$ cat src/sv/lkvc_pkg.sv
package lkvc_pkg;

   localparam int MAX_ENTRIES_DEFAULT = 16;

   localparam int DATA_W     = 32;
   localparam int CAP_W      = 5;
   localparam int CSR_ADDR_W = 3;
   localparam int CSR_DATA_W = 32;

   localparam logic [CAP_W-1:0] CAP_RESET = 5'd16;

   // word index of the capacity register
   localparam logic [CSR_ADDR_W-3:0] CSR_CAPACITY_IDX = 1'b0;

   typedef enum logic {
      REQ_LOOKUP = 1'b0,
      REQ_STORE  = 1'b1
   } req_kind_type;

endpackage

$ cat src/sv/lru_key_value_cache_unit.sv
// Channel   Direction  Handshake             Payload
// req       in         req_valid/req_stall   req_type, req_key, req_write_value
// rsp       out        rsp_valid/rsp_stall   rsp_hit, rsp_read_value, rsp_evicted
// csr       in/out     APB psel/penable      capacity register at address 0
//
// One item per cycle while the result is not stalled; an accepted item passes from the input
// register to the result register (tag compare and rank update sit between the two registers).
// Reset clears entry valid bits, recency ranks and fill count; capacity resets to 16.
// A stalled result holds the compute stage; the input register still takes one item.
module lru_key_value_cache_unit #(
   parameter int MAX_ENTRIES = lkvc_pkg::MAX_ENTRIES_DEFAULT
) (
   input  logic                                 clock,
   input  logic                                 reset,

   input  logic                                 req_valid,
   output logic                                 req_stall,
   input  logic                                 req_type,
   input  logic signed [lkvc_pkg::DATA_W-1:0]   req_key,
   input  logic signed [lkvc_pkg::DATA_W-1:0]   req_write_value,

   output logic                                 rsp_valid,
   input  logic                                 rsp_stall,
   output logic                                 rsp_hit,
   output logic signed [lkvc_pkg::DATA_W-1:0]   rsp_read_value,
   output logic                                 rsp_evicted,

   input  logic                                 csr_psel,
   input  logic                                 csr_penable,
   input  logic                                 csr_pwrite,
   input  logic [lkvc_pkg::CSR_ADDR_W-1:0]      csr_paddr,
   input  logic [lkvc_pkg::CSR_DATA_W-1:0]      csr_pwdata,
   output logic [lkvc_pkg::CSR_DATA_W-1:0]      csr_prdata,
   output logic                                 csr_pready
);
   import lkvc_pkg::*;

   localparam int RANK_W = (MAX_ENTRIES > 1) ? $clog2(MAX_ENTRIES) : 1;
   localparam int CNT_W  = $clog2(MAX_ENTRIES + 1);
   localparam int CMP_W  = CNT_W + CAP_W;
   localparam logic [CMP_W-1:0] MAX_CMP = CMP_W'(MAX_ENTRIES);

   // configuration
   logic [CAP_W-1:0]      capacity_ff;
   logic                  csr_write;

   // input register
   logic                  in_valid_ff, in_valid_in;
   logic                  in_type_ff;
   logic [DATA_W-1:0]     in_key_ff;
   logic [DATA_W-1:0]     in_value_ff;

   // result register
   logic                  out_valid_ff, out_valid_in;
   logic                  out_hit_ff;
   logic [DATA_W-1:0]     out_read_ff;
   logic                  out_evicted_ff;

   // entry state
   logic [MAX_ENTRIES-1:0] entry_valid_ff, entry_valid_in;
   logic [DATA_W-1:0]      entry_key_ff   [MAX_ENTRIES];
   logic [DATA_W-1:0]      entry_value_ff [MAX_ENTRIES];
   logic [RANK_W-1:0]      rank_ff        [MAX_ENTRIES];
   logic [RANK_W-1:0]      rank_in        [MAX_ENTRIES];
   logic [CNT_W-1:0]       count_ff, count_in;

   // compute stage
   logic                   req_accept;
   logic                   out_free;
   logic                   fire;
   logic                   is_store;
   logic [MAX_ENTRIES-1:0] match;
   logic [MAX_ENTRIES-1:0] victim_oh;
   logic [MAX_ENTRIES-1:0] free_oh;
   logic [MAX_ENTRIES-1:0] target_oh;
   logic [MAX_ENTRIES-1:0] key_we;
   logic [MAX_ENTRIES-1:0] value_we;
   logic                   any_hit;
   logic [RANK_W-1:0]      hit_rank;
   logic [DATA_W-1:0]      hit_value;
   logic [RANK_W-1:0]      last_rank;
   logic [CMP_W-1:0]       cap_ext;
   logic [CMP_W-1:0]       eff_cap;
   logic                   need_evict;
   logic                   insert;
   logic                   evict;
   logic [DATA_W-1:0]      read_value;

   // ---------------- handshake ----------------
   assign out_free    = ~out_valid_ff | ~rsp_stall;
   assign fire        = in_valid_ff & out_free;
   assign req_stall   = in_valid_ff & ~out_free;
   assign req_accept  = req_valid & ~req_stall;
   assign in_valid_in = req_accept | (in_valid_ff & ~out_free);
   assign out_valid_in = fire | (out_valid_ff & rsp_stall);

   // ---------------- configuration port ----------------
   assign csr_pready = 1'b1;
   assign csr_write  = csr_psel & csr_penable & csr_pwrite &
                       (csr_paddr[CSR_ADDR_W-1:2] == CSR_CAPACITY_IDX);

   always_comb begin
      if (csr_paddr[CSR_ADDR_W-1:2] == CSR_CAPACITY_IDX) begin
         csr_prdata = {{(CSR_DATA_W-CAP_W){1'b0}}, capacity_ff};
      end else begin
         csr_prdata = '0;
      end
   end

   // ---------------- lookup ----------------
   assign is_store = (in_type_ff == REQ_STORE);

   always_comb begin
      hit_rank  = '0;
      hit_value = '0;
      for (int i = 0; i < MAX_ENTRIES; i++) begin
         match[i]     = entry_valid_ff[i] & (entry_key_ff[i] == in_key_ff);
         victim_oh[i] = entry_valid_ff[i] & (rank_ff[i] == last_rank);
         if (match[i]) begin
            hit_rank  = hit_rank | rank_ff[i];
            hit_value = hit_value | entry_value_ff[i];
         end
      end
   end

   assign any_hit   = |match;
   assign last_rank = RANK_W'(count_ff - CNT_W'(1));
   assign free_oh   = ~entry_valid_ff & (entry_valid_ff + MAX_ENTRIES'(1));

   assign cap_ext = CMP_W'(capacity_ff);
   always_comb begin
      if (cap_ext == '0) begin
         eff_cap = CMP_W'(1);
      end else if (cap_ext > MAX_CMP) begin
         eff_cap = MAX_CMP;
      end else begin
         eff_cap = cap_ext;
      end
   end

   assign need_evict = (CMP_W'(count_ff) >= eff_cap);
   assign insert     = is_store & ~any_hit;
   assign evict      = insert & need_evict;
   assign target_oh  = evict ? victim_oh : free_oh;

   always_comb begin
      if (is_store) begin
         read_value = '0;
      end else if (any_hit) begin
         read_value = hit_value;
      end else begin
         read_value = '1;
      end
   end

   // ---------------- state update ----------------
   always_comb begin
      entry_valid_in = entry_valid_ff;
      key_we         = '0;
      value_we       = '0;
      count_in       = count_ff;
      for (int i = 0; i < MAX_ENTRIES; i++) begin
         rank_in[i] = rank_ff[i];
      end
      if (fire) begin
         if (any_hit) begin
            value_we = is_store ? match : '0;
            for (int i = 0; i < MAX_ENTRIES; i++) begin
               if (match[i]) begin
                  rank_in[i] = '0;
               end else if (entry_valid_ff[i] && (rank_ff[i] < hit_rank)) begin
                  rank_in[i] = rank_ff[i] + RANK_W'(1);
               end
            end
         end else if (insert) begin
            key_we         = target_oh;
            value_we       = target_oh;
            entry_valid_in = entry_valid_ff | target_oh;
            if (!evict) begin
               count_in = count_ff + CNT_W'(1);
            end
            for (int i = 0; i < MAX_ENTRIES; i++) begin
               if (target_oh[i]) begin
                  rank_in[i] = '0;
               end else if (entry_valid_ff[i]) begin
                  rank_in[i] = rank_ff[i] + RANK_W'(1);
               end
            end
         end
      end
   end

   // ---------------- registers ----------------
   always_ff @(posedge clock) begin
      if (reset) begin
         capacity_ff    <= CAP_RESET;
         in_valid_ff    <= 1'b0;
         out_valid_ff   <= 1'b0;
         entry_valid_ff <= '0;
         count_ff       <= '0;
         for (int i = 0; i < MAX_ENTRIES; i++) begin
            rank_ff[i] <= '0;
         end
      end else begin
         if (csr_write) begin
            capacity_ff <= csr_pwdata[CAP_W-1:0];
         end
         in_valid_ff    <= in_valid_in;
         out_valid_ff   <= out_valid_in;
         entry_valid_ff <= entry_valid_in;
         count_ff       <= count_in;
         for (int i = 0; i < MAX_ENTRIES; i++) begin
            rank_ff[i] <= rank_in[i];
         end
      end
   end

   always_ff @(posedge clock) begin
      if (req_accept) begin
         in_type_ff  <= req_type;
         in_key_ff   <= req_key;
         in_value_ff <= req_write_value;
      end
      if (fire) begin
         out_hit_ff     <= any_hit;
         out_read_ff    <= read_value;
         out_evicted_ff <= evict;
      end
      for (int i = 0; i < MAX_ENTRIES; i++) begin
         if (key_we[i]) begin
            entry_key_ff[i] <= in_key_ff;
         end
         if (value_we[i]) begin
            entry_value_ff[i] <= in_value_ff;
         end
      end
   end

   assign rsp_valid      = out_valid_ff;
   assign rsp_hit        = out_hit_ff;
   assign rsp_read_value = out_read_ff;
   assign rsp_evicted    = out_evicted_ff;

endmodule

$ cat config.mk
export PLATFORM = sky130hd
export DESIGN_NAME = lru_key_value_cache_unit
export DESIGN_NICKNAME = d
export VERILOG_FILES = /design/src/sv/lkvc_pkg.sv /design/src/sv/lru_key_value_cache_unit.sv
export SDC_FILE = /design/constraint.sdc
export NUM_CORES = 2
export LEC_CHECK = 0
export BUFFER_PORTS_ARGS = -buffer_cell sky130_fd_sc_hd__buf_2
export CORE_MARGIN = 5
export CORE_UTILIZATION = 38
export DETAILED_ROUTE_END_ITERATION = 12
export HOLD_SLACK_MARGIN = 0.06
export PLACE_DENSITY_LB_ADDON = 0.15
export SLEW_MARGIN = 10
export SYNTH_ARGS = -nofsm -noshare
export SYNTH_HDL_FRONTEND = slang
export SYNTH_SLANG_ARGS = --single-unit
export TNS_END_PERCENT = 20
$ cat constraint.sdc
create_clock -name clock -period 11.2 [get_ports clock]
set_input_delay 0.56 -clock clock [delete_from_list [all_inputs] [get_ports clock]]
set_output_delay 0.56 -clock clock [all_outputs]
set_load 0.05 [all_outputs]
After elaboration in Yosys (flattened, before gate mapping)

Memory sizes are Yosys's and may differ from the RTL's.
Cells that the tools add are included.

Add/sub/neg operators: 19
Magnitude comparators: 18
Equality and inequality tests: 32
Mux-type cells: 193
Bitwise logic cells: 100
Reductions and logical operators: 20

Operator list:

| cell                    | number |
|---|---|
| $mux W32                | 17 |
| $eq A32 B32 Y1          | 16 |
| $or A32 B32 Y32         | 15 |
| $mux W4                 | 96 |
| $mux W64                | 3 |
| $mux W16                | 7 |
| $mux W1                 | 67 |
| $add A4 B1 Y4 const B   | 16 |
| $eq A4 B4 Y1            | 16 |
| $lt A4 B4 Y1            | 16 |
| $or A4 B4 Y4            | 15 |
| $and A1 B1 Y1           | 41 |
| $or A1 B1 Y1            | 19 |
| $add A16 B1 Y16 const B | 1 |
| $and A16 B16 Y16        | 1 |
| $logic_and A1 B1 Y1     | 16 |
| $not A16 Y16            | 1 |
| $or A16 B16 Y16         | 1 |
| $reduce_or A16 Y1       | 1 |
| $mux W5                 | 3 |
| $logic_not A10 Y1       | 1 |
| $not A1 Y1              | 7 |
| $add A5 B1 Y5 const B   | 1 |
| $ge A5 B5 Y1            | 1 |
| other kinds (4)         | 4 |

Flip-flop bits (word level): 127
Memory bits (writable): 1088
Logic and storage cells: 396
Memories kept: 3

Memories:

| name           | words | width | rd ports | clocked after Yosys merged registers in | wr ports | line                           | source |
|---|---|---|---|---|---|---|---|
| entry_key_ff   | 16    | 32    | 16       | 0                                       | 16       | lru_key_value_cache_unit.sv:61 | `logic [DATA_W-1:0] entry_key_ff [MAX_ENTRIES];` |
| entry_value_ff | 16    | 32    | 16       | 0                                       | 16       | lru_key_value_cache_unit.sv:62 | `logic [DATA_W-1:0] entry_value_ff [MAX_ENTRIES];` |
| rank_ff        | 16    | 4     | 16       | 0                                       | 16       | lru_key_value_cache_unit.sv:63 | `logic [RANK_W-1:0] rank_ff [MAX_ENTRIES];` |

Depth between registers and ports, before layout

An unclocked memory read counts as a cell.

Word-level depth: 41
Mapped depth: 21
Gate-level depth less buffers: 17

Worst setup path before layout

No wires, ideal clock.

Path kind: register to register
From: register in_key_ff[31]
To: memory entry_key_ff[0][0], enable pin
Library setup time: 0.470 ns
Arrival time: 5.367 ns
Path slack: 5.363 ns
Cell stages (with the launch flop): 13
Path buffers: 4
Clock period less this slack: 5.837 ns
Cell sequence: edfxtp_1 buf_4 buf_6 xor2_1 nor4_1 and3_1 and3_1 or4_1 nor4_4 buf_2 nand2_1 buf_2 a211oi_1

RTL lines:

| item                     | line                            | source |
|---|---|---|
| start: declaration       | lru_key_value_cache_unit.sv:50  | `logic [DATA_W-1:0] in_key_ff;` |
| start signal: assignment | lru_key_value_cache_unit.sv:221 | `in_key_ff <= req_key;` |
| end: declaration         | lru_key_value_cache_unit.sv:61  |  |

==> impl_metrics.tcl <==
set metrics [dict create \
    status "complete, no violations" \
    grt_use_total_pct 21.53 \
    cp-end-kind "flop" \
    dp.cells 5460 \
    whs_ns 0.2412 \
    dpl_cell_area_sq_mm 0.05533 \
    finalCritPeriodShare_pct 59.24 \
    design.core.area_sq_mm 0.1375 \
    ir_worst_vdd_v 0.0001397 \
    portBuffers 118 \
    finalHoldViolCount 0 \
    synth_area_sq_mm 0.05255 \
    final_util_pct 43.96 \
    h-tree-depth 4 \
    synth_top_cell_by_area "edfxtp_1" \
    floorplan.initialDensity_pct 38.22 \
    path_class "reg2reg" \
    yosys_warnings 0 \
    fmax_mhz 150.7 \
    synth.distinct_cells 80 \
    synth_top_area_share_pct 64.18 \
    seqPwrFrac_pct 51.0 \
    grt_pass1_wl_mm 227.4 \
    layout_common_cells "edfxtp_1, xnor2_1, nand4_1" \
    synthToLayoutAreaGrowth_pct 15.03 \
    dr.pass1.iters 5 \
    critPathLaunchType "flop" \
    clk_pin_slew_ns 0.06 \
    dieArea_sq_mm 0.1458 \
    final_common_cell "edfxtp_1" \
    root_buffer "clkbuf_16" \
    antenna_found_initial 4 \
    grt_pass1_vias 31612 \
    fin_tns_setup_ns 0 \
    p_sw_mw 2.228 \
    gp_congestion 0.8368 \
    netlist_instances 3623 \
    post_drt_wl_per_cell_microns 27.84 \
    drive_gt1_share_pct 12.40 \
    boundaryPins 176 \
    routed-via-count 32737 \
    cts_buffers 135 \
    final.min_clock_period_ns 6.635 \
    maxCapViolCount 0 \
    path_max_fanout 39 \
    powerDensity_mw_per_mm2 163.2 \
    ant_nets 0 \
    overflow 0 \
    cts_tree "built" \
    cts_setup_buffers 0 \
    stdcell_area_sq_mm 0.06044 \
    worstMarginPinSlew_ns 1.157 \
    fin_nets 4053 \
    hold_path_class "in2reg" \
    cp.arrival_ns 7.01 \
    drv_slew 0 \
    synthArstFlopShare_pct 0 \
    sw_frac_of_total_pct 22.59 \
    ys_seq_area_share_pct 67.68 \
    wl_mm 160.9 \
    drtIter0Drc 3216 \
    setup_viol 0 \
    pwr-share-clk_pct 44.5 \
    avgSynthCellArea_sq_um 14.50 \
    rsz0062_at_grt "no" \
    layout.cells.non_filler 5779 \
    fp.dieW_microns 381.9 \
    combPwrFrac_pct 4.5 \
    synth-edff-count 1123 \
    rows 136 \
    slew_headroom_pct 22.68 \
    ys_seq_elements 1215 \
    synth_area_leaders "edfxtp_1, xnor2_1, dfxtp_1" \
    clockBufferDepth 3 \
    cp.required_ns 11.58 \
    insertion_delay_ns 0.78 \
    viasPerCell 5.665 \
    ys.flop_type "edfxtp_1" \
    dpl.hpwl_mm 89.06 \
    grt_start_max_net_pins 48 \
    p_leak_nw 19.08 \
    internal_power_mw 7.635 \
    clock_skew_ns 0.05061 \
    drc 0 \
    clock_sinks 1215 \
    dieHeight_microns 381.9 \
]
==> final cells by class <==
type                            instances  area (sq um)
Antenna cell                            2         5.005
Clock buffer                          169          3580
Clock inverter                         76         813.3
Fill cell                           12283         77050
Inverter                               40         150.1
Multi-Input combinational cell       2183         15950
Sequential cell                      1215         35560
Tap cell                             1794          2245
Timing Repair Buffer                  300          2140
==> cell usage after synthesis (18+ instances only) <==
library cell	n
a21oi_1	66
a221oi_1	102
a22o_1	102
a22oi_1	76
a31oi_1	37
and3_1	37
buf_1	20
buf_4	63
buf_6	28
clkbuf_1	84
dfxtp_1	92
edfxtp_1	1123
ha_1	71
inv_1	38
mux2i_1	19
nand2_1	102
nand2b_1	27
nand3_1	119
nand4_1	246
nor2_1	158
nor3_1	67
nor4_1	50
o21ai_0	55
or4_1	18
xnor2_1	515
xor2_1	86
==> power groups by stage <==
| stage | Sequential, mW | Combinational [mW] | Clock (mW) |
|---|---|---|---|
| after floorplan | 5.14 | 0.259 | 0 |
| after global placement | 5.12 | 0.428 | 0 |
| after detailed placement | 5.12 | 0.428 | 0 |
| after CTS | 5.03 | 0.449 | 4.48 |
| after global routing | 5.03 | 0.476 | 4.67 |
| final | 5.03 | 0.448 | 4.39 |
==> state kept, by name, indices dropped and copies added, names as in the netlist <==
name            cells
in_valid_ff         1
rsp_hit             1
in_type_ff          1
entry_key_ff      512
rsp_valid           1
rank_ff            64
entry_value_ff    512
rsp_evicted         1
in_value_ff        32
count_ff            5
rsp_read_value     32
entry_valid_ff     16
capacity_ff         5
in_key_ff          32
==> critical path, stage by stage (launching register included) <==
cell,delay [ns]
edfxtp_1,0.72
buf_4,0.54
xnor2_1,0.18
nand4_1,0.15
nor4_1,0.09
and3_4,0.15
buf_4,0.34
or4_4,0.72
nor4_4,0.57
buf_4,0.72
nand2_1,0.61
buf_4,0.41
a21oi_4,0.87
==> what timing repair did <==
action	in CTS	in global routing
hold buffers	72	0
hold endpoints to repair	72	0
gates resized for setup	0	0
==> through the flow <==
stage               setup slack [ns]  total power, mW
global placement               4.454            5.550
finish                         4.565            9.863
CTS                            4.502            9.960
floorplan                      5.363            5.401
detailed placement             4.528            5.552
global route                   4.343            10.17
==> per-layer routing <==
metal	track usage, %	share of wire [%]
met1	30.48	45
met2	33.76	45
met3	4.422	7.0
met4	6.112	2.5
met5	0	0.017
==> path summary, 6_finish.rpt <==
| check | endpoint | depth (start not counted) | start | slack [ns] |
|---|---|---|---|---|
| worst max-delay path | entry_key_ff[0][164]$_DFFE_PP_ | 12 | in_key_ff[27]$_DFFE_PP_ | 4.57 |
| worst min-delay path | rsp_valid$_SDFF_PP0_ | 2 | reset | 0.24 |
| worst max register to register | entry_key_ff[0][164]$_DFFE_PP_ | 12 | in_key_ff[27]$_DFFE_PP_ | 4.57 |
| worst min register to register | rsp_valid$_SDFF_PP0_ | 2 | in_valid_ff$_SDFF_PP0_ | 0.49 |
==> logic make-up (layout without fill, tap and decap cells) <==
kind of cell | Yosys count | after routing | synth area share (%)
xor+xnor | 602 | 602 | 10.05
simple gates | 908 | 908 | 9.427
flops | 1215 | 1215 | 67.68
other cells | 2 | 30 | 0.01429
buf+inv | 251 | 585 | 2.757
fa+ha+maj | 71 | 71 | 1.691
compound gates | 550 | 550 | 7.912
mux | 24 | 24 | 0.4691
No activity file was read; power rests on OpenSTA's default activity.
